--- src/design/bdlp_pkg.sv ---
// Shared types and codes for the button debounce / long press / repeat block.
// No dependencies; every other file in this folder refers to it by scoped names.
package bdlp_pkg;

  localparam int TIME_W = 32;
  localparam int MS_W   = 16;
  localparam int MODE_W = 3;
  localparam int IDX_W  = 3;

  // mode codes
  localparam logic [MODE_W-1:0] MODE_IDLE      = 3'd0;
  localparam logic [MODE_W-1:0] MODE_DEBOUNCE  = 3'd1;
  localparam logic [MODE_W-1:0] MODE_CONFIRMED = 3'd2;
  localparam logic [MODE_W-1:0] MODE_HELD      = 3'd3;
  localparam logic [MODE_W-1:0] MODE_REPEAT    = 3'd4;

  // configuration register indexes
  localparam logic [IDX_W-1:0] CFG_ACTIVE_HIGH  = 3'd0;
  localparam logic [IDX_W-1:0] CFG_DEBOUNCE     = 3'd1;
  localparam logic [IDX_W-1:0] CFG_LONG_PRESS   = 3'd2;
  localparam logic [IDX_W-1:0] CFG_REPEAT_START = 3'd3;
  localparam logic [IDX_W-1:0] CFG_REPEAT_ACCEL = 3'd4;
  localparam logic [IDX_W-1:0] CFG_REPEAT_FAST  = 3'd5;

  // configuration reset values
  localparam logic [MS_W-1:0] RST_DEBOUNCE     = 16'd50;
  localparam logic [MS_W-1:0] RST_LONG_PRESS   = 16'd1000;
  localparam logic [MS_W-1:0] RST_REPEAT_START = 16'd500;
  localparam logic [MS_W-1:0] RST_REPEAT_ACCEL = 16'd2000;
  localparam logic [MS_W-1:0] RST_REPEAT_FAST  = 16'd100;

  typedef struct packed {
    logic            active_high;
    logic [MS_W-1:0] debounce_ms;
    logic [MS_W-1:0] long_press_ms;
    logic [MS_W-1:0] repeat_start_ms;
    logic [MS_W-1:0] repeat_accel_ms;
    logic [MS_W-1:0] repeat_fast_ms;
  } cfg_t;

  typedef struct packed {
    logic              short_press;
    logic              long_press;
    logic              repeat_event;
    logic              is_pressed;
    logic [MODE_W-1:0] state_code;
    logic [TIME_W-1:0] pressed_duration;
  } res_t;

endpackage

--- src/design/bdlp_cfg.sv ---
// Configuration register file for the button block.
// Depends on bdlp_pkg for the register indexes, reset values and cfg_t.
module bdlp_cfg (
  input  logic                       clk,
  input  logic                       rst,
  input  logic                       cfg_we,
  input  logic [bdlp_pkg::IDX_W-1:0] cfg_index,
  input  logic [bdlp_pkg::MS_W-1:0]  cfg_data,
  output bdlp_pkg::cfg_t             cfg
);

  bdlp_pkg::cfg_t regs;

  always_ff @(posedge clk) begin
    if (rst) begin
      regs.active_high     <= 1'b0;
      regs.debounce_ms     <= bdlp_pkg::RST_DEBOUNCE;
      regs.long_press_ms   <= bdlp_pkg::RST_LONG_PRESS;
      regs.repeat_start_ms <= bdlp_pkg::RST_REPEAT_START;
      regs.repeat_accel_ms <= bdlp_pkg::RST_REPEAT_ACCEL;
      regs.repeat_fast_ms  <= bdlp_pkg::RST_REPEAT_FAST;
    end else if (cfg_we) begin
      unique case (cfg_index)
        bdlp_pkg::CFG_ACTIVE_HIGH:  regs.active_high     <= cfg_data[0];
        bdlp_pkg::CFG_DEBOUNCE:     regs.debounce_ms     <= cfg_data;
        bdlp_pkg::CFG_LONG_PRESS:   regs.long_press_ms   <= cfg_data;
        bdlp_pkg::CFG_REPEAT_START: regs.repeat_start_ms <= cfg_data;
        bdlp_pkg::CFG_REPEAT_ACCEL: regs.repeat_accel_ms <= cfg_data;
        bdlp_pkg::CFG_REPEAT_FAST:  regs.repeat_fast_ms  <= cfg_data;
        default: ;  // unmapped index: drop the write
      endcase
    end
  end

  assign cfg = regs;

endmodule

--- src/design/bdlp_fsm.sv ---
// Press state machine: holds mode, press start, last repeat time and flags,
// and forms one result per poll. Depends on bdlp_pkg for codes and types.
module bdlp_fsm (
  input  logic                        clk,
  input  logic                        rst,
  input  bdlp_pkg::cfg_t              cfg,
  input  logic                        advance,
  input  logic                        pin_level,
  input  logic [bdlp_pkg::TIME_W-1:0] now_ms,
  output bdlp_pkg::res_t              res
);

  localparam int PAD_W = bdlp_pkg::TIME_W - bdlp_pkg::MS_W;

  logic [bdlp_pkg::MODE_W-1:0] mode, mode_next;
  logic                        pressed_flag, pressed_flag_next;
  logic [bdlp_pkg::TIME_W-1:0] press_start, press_start_next;
  logic [bdlp_pkg::TIME_W-1:0] last_repeat, last_repeat_next;
  logic                        long_fired, long_fired_next;

  logic                        pressed;
  logic [bdlp_pkg::TIME_W-1:0] held, since_rep;
  logic ge_debounce, ge_long, ge_start, ge_accel, rep_slow, rep_fast, rep_due;
  logic ev_short, ev_long, ev_rep, started;

  assign pressed   = cfg.active_high ? pin_level : !pin_level;
  assign held      = now_ms - press_start;
  assign since_rep = now_ms - last_repeat;

  // all threshold compares run in parallel; selection happens afterwards
  assign ge_debounce = held >= {{PAD_W{1'b0}}, cfg.debounce_ms};
  assign ge_long     = held >= {{PAD_W{1'b0}}, cfg.long_press_ms};
  assign ge_start    = held >= {{PAD_W{1'b0}}, cfg.repeat_start_ms};
  assign ge_accel    = held >= {{PAD_W{1'b0}}, cfg.repeat_accel_ms};
  assign rep_slow    = since_rep >= {{PAD_W{1'b0}}, cfg.repeat_start_ms};
  assign rep_fast    = since_rep >= {{PAD_W{1'b0}}, cfg.repeat_fast_ms};
  assign rep_due     = ge_accel ? rep_fast : rep_slow;

  always_comb begin
    mode_next         = mode;
    pressed_flag_next = pressed_flag;
    press_start_next  = press_start;
    last_repeat_next  = last_repeat;
    long_fired_next   = long_fired;
    ev_short          = 1'b0;
    ev_long           = 1'b0;
    ev_rep            = 1'b0;
    started           = 1'b0;
    unique case (mode)
      bdlp_pkg::MODE_DEBOUNCE: begin
        if (!pressed) begin
          mode_next         = bdlp_pkg::MODE_IDLE;
          pressed_flag_next = 1'b0;
        end else if (ge_debounce) begin
          mode_next = bdlp_pkg::MODE_CONFIRMED;
        end
      end
      bdlp_pkg::MODE_CONFIRMED: begin
        if (!pressed) begin
          mode_next         = bdlp_pkg::MODE_IDLE;
          pressed_flag_next = 1'b0;
          ev_short          = !long_fired;
        end else if (ge_long && !long_fired) begin
          long_fired_next = 1'b1;
          ev_long         = 1'b1;
          mode_next       = bdlp_pkg::MODE_HELD;
        end else if (ge_start) begin
          mode_next        = bdlp_pkg::MODE_REPEAT;
          last_repeat_next = now_ms;
        end
      end
      bdlp_pkg::MODE_HELD: begin
        if (!pressed) begin
          mode_next         = bdlp_pkg::MODE_IDLE;
          pressed_flag_next = 1'b0;
        end
      end
      bdlp_pkg::MODE_REPEAT: begin
        if (!pressed) begin
          mode_next         = bdlp_pkg::MODE_IDLE;
          pressed_flag_next = 1'b0;
        end else begin
          if (rep_due) begin
            last_repeat_next = now_ms;
            ev_rep           = 1'b1;
          end
          if (ge_long && !long_fired) begin
            long_fired_next = 1'b1;
            ev_long         = 1'b1;
          end
        end
      end
      default: begin
        // idle, and any unused code acts as idle
        mode_next = bdlp_pkg::MODE_IDLE;
        if (pressed) begin
          mode_next         = bdlp_pkg::MODE_DEBOUNCE;
          pressed_flag_next = 1'b1;
          press_start_next  = now_ms;
          long_fired_next   = 1'b0;
          started           = 1'b1;
        end
      end
    endcase
  end

  always_comb begin
    res.short_press  = ev_short;
    res.long_press   = ev_long;
    res.repeat_event = ev_rep;
    res.is_pressed   = pressed_flag_next;
    res.state_code   = mode_next;
    // a fresh press restarts the clock at this poll, so its duration is zero
    res.pressed_duration = (pressed_flag_next && !started) ? held : '0;
  end

  always_ff @(posedge clk) begin
    if (rst) begin
      mode         <= bdlp_pkg::MODE_IDLE;
      pressed_flag <= 1'b0;
      press_start  <= '0;
      last_repeat  <= '0;
      long_fired   <= 1'b0;
    end else if (advance) begin
      mode         <= mode_next;
      pressed_flag <= pressed_flag_next;
      press_start  <= press_start_next;
      last_repeat  <= last_repeat_next;
      long_fired   <= long_fired_next;
    end
  end

  a_flag_tracks_mode: assert property (@(posedge clk) disable iff (rst)
    pressed_flag == (mode != bdlp_pkg::MODE_IDLE))
    else $error("pressed flag out of step with mode");

  a_short_goes_idle: assert property (@(posedge clk) disable iff (rst)
    advance && ev_short |=> mode == bdlp_pkg::MODE_IDLE && !long_fired)
    else $error("short press without return to idle");

  a_long_once: assert property (@(posedge clk) disable iff (rst)
    advance && ev_long |=> long_fired && !ev_long)
    else $error("long press not latched or fired twice");

endmodule

--- src/design/button_debounce_long_press_repeat_top.sv ---
// Top level of the button debounce / long press / auto-repeat block.
// An accepted item waits in the input register; its result is captured in the
// result register as the state machine steps, and is held there until taken.
// The block takes one item per cycle while the result side keeps ready high.
// The press state machine updates once per item, as it moves from the input
// register to the result register.
// Reset (rst, synchronous) clears valid bits and state and reloads configuration defaults.
module button_debounce_long_press_repeat_top (
  input  logic                         clk,
  input  logic                         rst,
  input  logic                         cfg_we,
  input  logic [bdlp_pkg::IDX_W-1:0]   cfg_index,
  input  logic [bdlp_pkg::MS_W-1:0]    cfg_data,
  input  logic                         in_valid,
  output logic                         in_ready,
  input  logic                         pin_level,
  input  logic [bdlp_pkg::TIME_W-1:0]  now_ms,
  output logic                         out_valid,
  input  logic                         out_ready,
  output logic                         short_press,
  output logic                         long_press,
  output logic                         repeat_event,
  output logic                         is_pressed,
  output logic [bdlp_pkg::MODE_W-1:0]  state_code,
  output logic [bdlp_pkg::TIME_W-1:0]  pressed_duration
);

  bdlp_pkg::cfg_t cfg;
  bdlp_pkg::res_t res, res_q;

  // input register: one polled item waiting for the state machine
  logic                        s1_valid;
  logic                        s1_pin;
  logic [bdlp_pkg::TIME_W-1:0] s1_now;
  logic                        advance;

  // move the held item forward whenever the result register is free or drains
  assign advance  = s1_valid && (!out_valid || out_ready);
  assign in_ready = !s1_valid || advance;

  bdlp_cfg u_cfg (
    .clk       (clk),
    .rst       (rst),
    .cfg_we    (cfg_we),
    .cfg_index (cfg_index),
    .cfg_data  (cfg_data),
    .cfg       (cfg)
  );

  bdlp_fsm u_fsm (
    .clk       (clk),
    .rst       (rst),
    .cfg       (cfg),
    .advance   (advance),
    .pin_level (s1_pin),
    .now_ms    (s1_now),
    .res       (res)
  );

  always_ff @(posedge clk) begin
    if (rst) begin
      s1_valid <= 1'b0;
    end else if (in_ready) begin
      s1_valid <= in_valid;
    end
  end

  // payload needs no reset; load only on acceptance
  always_ff @(posedge clk) begin
    if (in_valid && in_ready) begin
      s1_pin <= pin_level;
      s1_now <= now_ms;
    end
  end

  always_ff @(posedge clk) begin
    if (rst) begin
      out_valid <= 1'b0;
    end else if (advance) begin
      out_valid <= 1'b1;
    end else if (out_ready) begin
      out_valid <= 1'b0;
    end
  end

  // hold the result until taken; capture a new one as the state machine steps
  always_ff @(posedge clk) begin
    if (advance) begin
      res_q <= res;
    end
  end

  assign short_press      = res_q.short_press;
  assign long_press       = res_q.long_press;
  assign repeat_event     = res_q.repeat_event;
  assign is_pressed       = res_q.is_pressed;
  assign state_code       = res_q.state_code;
  assign pressed_duration = res_q.pressed_duration;

  a_stall_keeps_item: assert property (@(posedge clk) disable iff (rst)
    s1_valid && !advance |=> s1_valid)
    else $error("input item dropped while stalled");

  a_advance_fills_out: assert property (@(posedge clk) disable iff (rst)
    advance |=> out_valid)
    else $error("result register empty after advance");

endmodule
--- config.mk ---
export PLATFORM = sky130hd
export DESIGN_NAME = button_debounce_long_press_repeat_top
export DESIGN_NICKNAME = d
export VERILOG_FILES = /design/src/design/bdlp_pkg.sv /design/src/design/bdlp_cfg.sv /design/src/design/bdlp_fsm.sv /design/src/design/button_debounce_long_press_repeat_top.sv
export SDC_FILE = /design/constraint.sdc
export NUM_CORES = 1
export LEC_CHECK = 0
export ABC_AREA = 1
export BUFFER_PORTS_ARGS = -buffer_cell sky130_fd_sc_hd__buf_2
export CORE_MARGIN = 5
export CORE_UTILIZATION = 50
export DETAILED_ROUTE_END_ITERATION = 16
export PLACE_DENSITY = 0.7
export SLEW_MARGIN = 20
export SYNTH_ARGS = -nofsm -noshare
export SYNTH_HDL_FRONTEND = slang
export SYNTH_SLANG_ARGS = --single-unit
--- constraint.sdc ---
create_clock -name clk -period 3.3 [get_ports clk]
set_input_delay 0.66 -clock clk [delete_from_list [all_inputs] [get_ports clk]]
set_output_delay 0.66 -clock clk [all_outputs]
set_load 0.005 [all_outputs]
Yosys cells after proc, flatten, opt, wreduce, memory -nomap -nowiden
Cells that the tools add are included.
{"block": "totals", "register_bits": 224}
{"block": "classes", "add_sub_neg": 2, "order_cmp": 6, "n_eq_ne": 15, "mux": 29, "bitwise": 3, "n_reduce_logical": 30}
{"op": "$ge 32x16->1", "count": 6}
{"op": "$mux 32", "count": 5}
{"op": "$pmux 32 s2", "count": 1}
{"op": "$sub 32x32->32", "count": 2}
{"op": "$mux 3", "count": 6}
{"op": "$reduce_and 2->1", "count": 8}
{"op": "$mux 1", "count": 15}
{"op": "$eq 3x2->1 const B", "count": 4}
{"op": "$ne 2x1->1 const B", "count": 5}
{"op": "$eq 3x3->1 const B", "count": 3}
{"op": "$pmux 3 s3", "count": 1}
{"op": "$reduce_or 2->1", "count": 4}
{"op": "$reduce_and 7->1", "count": 1}
{"op": "$eq 3x1->1 const B", "count": 2}
{"op": "$logic_not 1->1", "count": 5}
{"op": "$logic_and 1x1->1", "count": 4}
{"op": "$reduce_and 4->1", "count": 1}
{"op": "$reduce_bool 2->1", "count": 2}
{"op": "$reduce_or 4->1", "count": 1}
{"op": "$logic_not 3->1", "count": 1}
{"op": "$not 1->1", "count": 3}
{"op": "$reduce_and 3->1", "count": 1}
{"op": "$logic_or 1x1->1", "count": 2}
{"op": "$ne 2x2->1 const B", "count": 1}
{"op": "$pmux 1 s2", "count": 1}

Longest topological paths before layout
{"block": "depth", "ltp_word": 6, "ltp_mapped": 31, "depth_no_buf": 30}

Cells and area by module
A second synthesis with hierarchy kept.
{"block": "hier_totals", "cells_unflattened": 2394, "area_unflattened_um2": 15955.3}
{"mod": "bdlp_fsm", "n_inst": 1, "cells_per_inst": 1863, "area_per_inst_um2": 10537.6, "seq_area_each_um2": 1381.3}
{"mod": "bdlp_cfg", "n_inst": 1, "cells_per_inst": 447, "area_per_inst_um2": 3164.3, "seq_area_each_um2": 1621.6}
{"mod": "button_debounce_long_press_repeat_top", "n_inst": 1, "cells_per_inst": 84, "area_per_inst_um2": 2253.4, "seq_area_each_um2": 2202.1}

Worst setup path before layout
OpenSTA, ideal clock, no wires.
{"block": "synth_path", "kind": "flip-flop to flip-flop", "from": "register s1_now[3] (netlist bit)", "to": "register u_fsm.last_repeat[29] (netlist bit)", "setup_ns": 0.113, "arrival_ns": 3.197, "required_time_ns": 3.187, "setup_slack_ns": -0.010, "path_stages_with_launch": 23, "synth_period_minus_slack_ns": 3.310, "cell_sequence": "edfxtp_1 -> ha_1 -> nand2_1 -> nor2_1 -> nand2_1 -> nand3_1 -> nand2_1 -> nand2_1 -> xor2_1 -> ha_1 -> a21oi_1 -> nor2_1 -> a211oi_1 -> a21oi_1 -> nor2_1 -> nand3_2 -> nand2_2 -> nand2_2 -> a21oi_2 -> buf_2 -> nand4_1 -> nand2_1 -> nor2_1"}
{"block": "synth_via", "elab_chain_cells": 5}
{"item": "start, declared", "line": "button_debounce_long_press_repeat_top.sv:34", "rtl": "logic [bdlp_pkg::TIME_W-1:0] s1_now;"}
{"item": "start signal, assigned", "line": "button_debounce_long_press_repeat_top.sv:72", "rtl": "s1_now <= now_ms;"}
{"item": "$sub 32x32->32 *", "line": "bdlp_fsm.sv:27", "rtl": "assign held = now_ms - press_start;"}
{"item": "via u_fsm.held, one bit", "line": "bdlp_fsm.sv:22", "rtl": "logic [bdlp_pkg::TIME_W-1:0] held, since_rep;"}
{"item": "$ge 32x16->1 (on tied branches)", "line": "bdlp_fsm.sv:34, bdlp_fsm.sv:32"}
{"item": "$mux 1 or $logic_and 1x1->1 (tied branches)", "line": "bdlp_fsm.sv:37, bdlp_fsm.sv:63"}
{"item": "$ne 2x1->1 (no source line) or $ne 2x2->1 (tied branches)"}
{"item": "$reduce_and 7->1 (no source line) *"}
{"item": "end signal, assigned", "line": "bdlp_fsm.sv:128", "rtl": "last_repeat <= last_repeat_next;"}
{"item": "end, declared", "line": "bdlp_fsm.sv:18", "rtl": "logic [bdlp_pkg::TIME_W-1:0] last_repeat, last_repeat_next;"}
Mark *: on every way through the listed nets, which the timed path passes. The rest lies on a longest branch.
A chain may end at the register's enable or synchronous reset.

Final worst setup path
{"block": "layout_path", "from": "register s1_now[8] (netlist bit)", "to": "register u_fsm.last_repeat[18] (netlist bit)"}
Same word-level chain as after synthesis.

==> impl_metrics.yaml <==
yosys:
  yosysMostFrequentCell: "nand2_1"
  ys_seq_area_share_pct: 33.1
  synth.top_cells.by_area: "dfxtp_1, nand2_1, edfxtp_1"
  syn-cell-area_um2: 15700
  postSynthCellCount: 2368
  synth-edff-count: 72
  syn_nets: 2585
  async_reset_ff_share_pct: 0
  synth_top_cell_by_area: "dfxtp_1"
  synth.top_cell.area_share_pct: 19.4
  yosys_warnings: 0
  ys_ff_latch: 224
  synthTopCellsByCount: "nand2_1, inv_1, nor2_1, a21oi_1, ha_1"
  avgSynthCellArea_um2: 6.63
  ys.flop_type: "dfxtp_1"
  ys_types: 36
pwr:
  ir_drop_mv: 0.394
  p_total_mw: 9.39
  p_leak_nw: 10.9
  power_density_nw_per_um2: 439
sta:
  worst_pin_slew_ps: 973
  hold_viol_final: 0
  min_period_over_period_pct: 121
  rsz0062_at_grt: "yes"
  final-max-slew-violation-count: 0
  min_period_ps: 3990
  finClkSkew_ps: 14.9
  max-slew-margin-rel_pct: 34.7
  finalSetupViolCount: 41
  max_freq_mhz: 251
  worst_slack_ps: -689
detailed_routing:
  ant_nets: 0
  drt-initial-drc-count: 1307
  vias: 16700
  viasPerCell: 5.21
  wl_mm: 51.8
  dr.pass1.iters: 8
  drc: 0
  wl_per_cell_um: 16.2
floorplan:
  core-area_um2: 30800
  row_count: 64
  start_util_pct: 50.9
  io_pins: 98
  die_area_um2: 35000
  die_h_um: 187
  die_w_um: 187
cts:
  clock_latency_ps: 550
  cts_tree: "done"
  path_clk_slew_ps: 60
  numClockSinks: 224
  cts_buffer_depth: 3
  cts_root_buf: "clkbuf_16"
  numCtsBuffers: 27
  h-tree-depth: 1
finish:
  nFillCells: 2436
  nets: 3005
  final_cell_count_no_fill: 3204
  drive_above_1_share_pct: 24.5
  seqCellArea_um2: 5200
  diodes: 0
  syn_to_final_growth_pct: 36.0
  finalInstanceArea_um2: 21400
  multi_input_comb_area_um2: 9630
flow_run:
  drv_cap: 0
worst_setup_path:
  critPathCaptureType: "flop"
  crit_path_start_kind: "flop"
  arrival_ps: 4430
  cp_max_fo: 8
  critical-path-max-stage-delay_ps: 420
  crit_top_cell: "nand2_1"
  cp_slowest_cell: "edfxtp_1"
  worst_ep_required_time_ps: 3740
  worst-setup-path-type: "flop to flop"
global_route:
  first_global_vias: 15700
  grt_pass1_wl_mm: 79.7
  grt_max_degree: 62
  grt.overflow.total: 0
  grt_usage_pct: 27.5
  antenna_found_initial: 0
min_path:
  hp-class: "primary input to flop"
status:
  status: "finished, violations left"
  violations: "negative setup slack"
placement:
  place_hpwl_mm: 38.3
  numPortBuffers: 97
  placed_area_um2: 18800
  routabilityCongestion: 0.948
  dpl.cell_count: 3106
## final timing paths
path,startpoint,end,slack [ps],cells after the start
worst min register to register,u_fsm.press_start[18],u_fsm.press_start[18],460,2
worst max register to register,s1_now[8],u_fsm.last_repeat[18],-690,27
worst min-delay path,now_ms[30],s1_now[30],280,1
worst max-delay path,s1_now[8],u_fsm.last_repeat[18],-690,27
## metal layers
layer | part of all wire (%) | wire length (µm) | track usage (%) | vias to the layer above
met5 | 0 | 0 | 0 | -
met4 | 3.5 | 1840 | 8.73 | 0
li1 | - | - | - | 8279
met3 | 8.4 | 4370 | 4.55 | 132
met2 | 45 | 23600 | 44.5 | 677
met1 | 43 | 22000 | 37.7 | 7614
## layout by cell type (no fill, tap or decap), types with 9 or more instances in the layout
master,count
nor3_1,10
o21ai_0,105
xor2_1,20
buf_6,20
nand3_1,63
buf_4,308
dfxtp_1,152
clkbuf_16,31
inv_1,477
buf_12,9
nand2_2,37
ha_1,123
o211ai_1,20
ha_4,35
buf_2,97
nand2_4,9
nand2_1,636
nor2_1,199
nand4_1,53
edfxtp_1,72
a21oi_1,152
nor2_4,15
a21oi_2,12
nor2_2,39
inv_2,14
## flip-flops by register name (all words and copies together) (netlist names)
signal              cells
u_cfg.cfg              81
pressed_duration       32
s1_now                 32
u_fsm.last_repeat      32
u_fsm.press_start      32
state_code              3
u_fsm.mode              3
is_pressed              1
long_press              1
out_valid               1
repeat_event            1
s1_pin                  1
s1_valid                1
short_press             1
u_fsm.long_fired        1
u_fsm.pressed_flag      1
## metrics by stage
stage	setup TNS (ps)	util [%]	setup slack, ps	hold WS [ps]
global route	-30020	69.3	-850	268
detailed placement	-27150	60.9	-733	451
floorplan	0	-	23.9	433
global placement	-21720	60.9	-590	444
CTS	-13100	66.5	-372	269
finish	-23670	69.3	-689	282
## cell families after synthesis
family / count (synthesis) / share of synthesized area, %
AOI/OAI and AO/OA: 316 / 10.7
xor gates and xnor gates: 31 / 1.73
buffers and inverters: 540 / 13.1
DFF: 224 / 33.1
adders and majority gates: 160 / 12.8
and+or+nand+nor: 1097 / 28.5
## layout make-up
| type | instances | area share, % |
|---|---|---|
| Clock buffer | 37 | 3.73 |
| Clock inverter | 12 | 0.340 |
| Inverter | 493 | 8.68 |
| Multi-Input combinational cell | 1604 | 45.1 |
| Sequential cell | 224 | 24.4 |
| Tap cell | 396 | 2.32 |
| Timing Repair Buffer | 438 | 15.5 |
## worst max-delay path, delay by kind of cell, from the launching register on
kind | cells | cell delay [ps]
buf+inv | 6 | 810
xor+xnor | 1 | 220
simple gates | 17 | 1640
compound gates | 1 | 290
fa+ha+maj | 2 | 490
flops | 1 | 420
## report_power, final
group	total [mW]	internal, mW	switching, mW	leakage (nW)
Clock	2.89	1.69	1.20	0.430
Sequential	3.06	2.99	0.0765	1.92
Combinational	3.43	1.55	1.88	8.56
## what timing repair did
action,in CTS,in global routing
pin swaps,6,93
hold buffers,0,0
endpoints found under the setup margin,41,41
endpoints found under the hold margin,0,0
resized for setup,96,160
setup buffers,32,23
cloned,2,2
No activity file was read; power rests on OpenSTA's default activity.
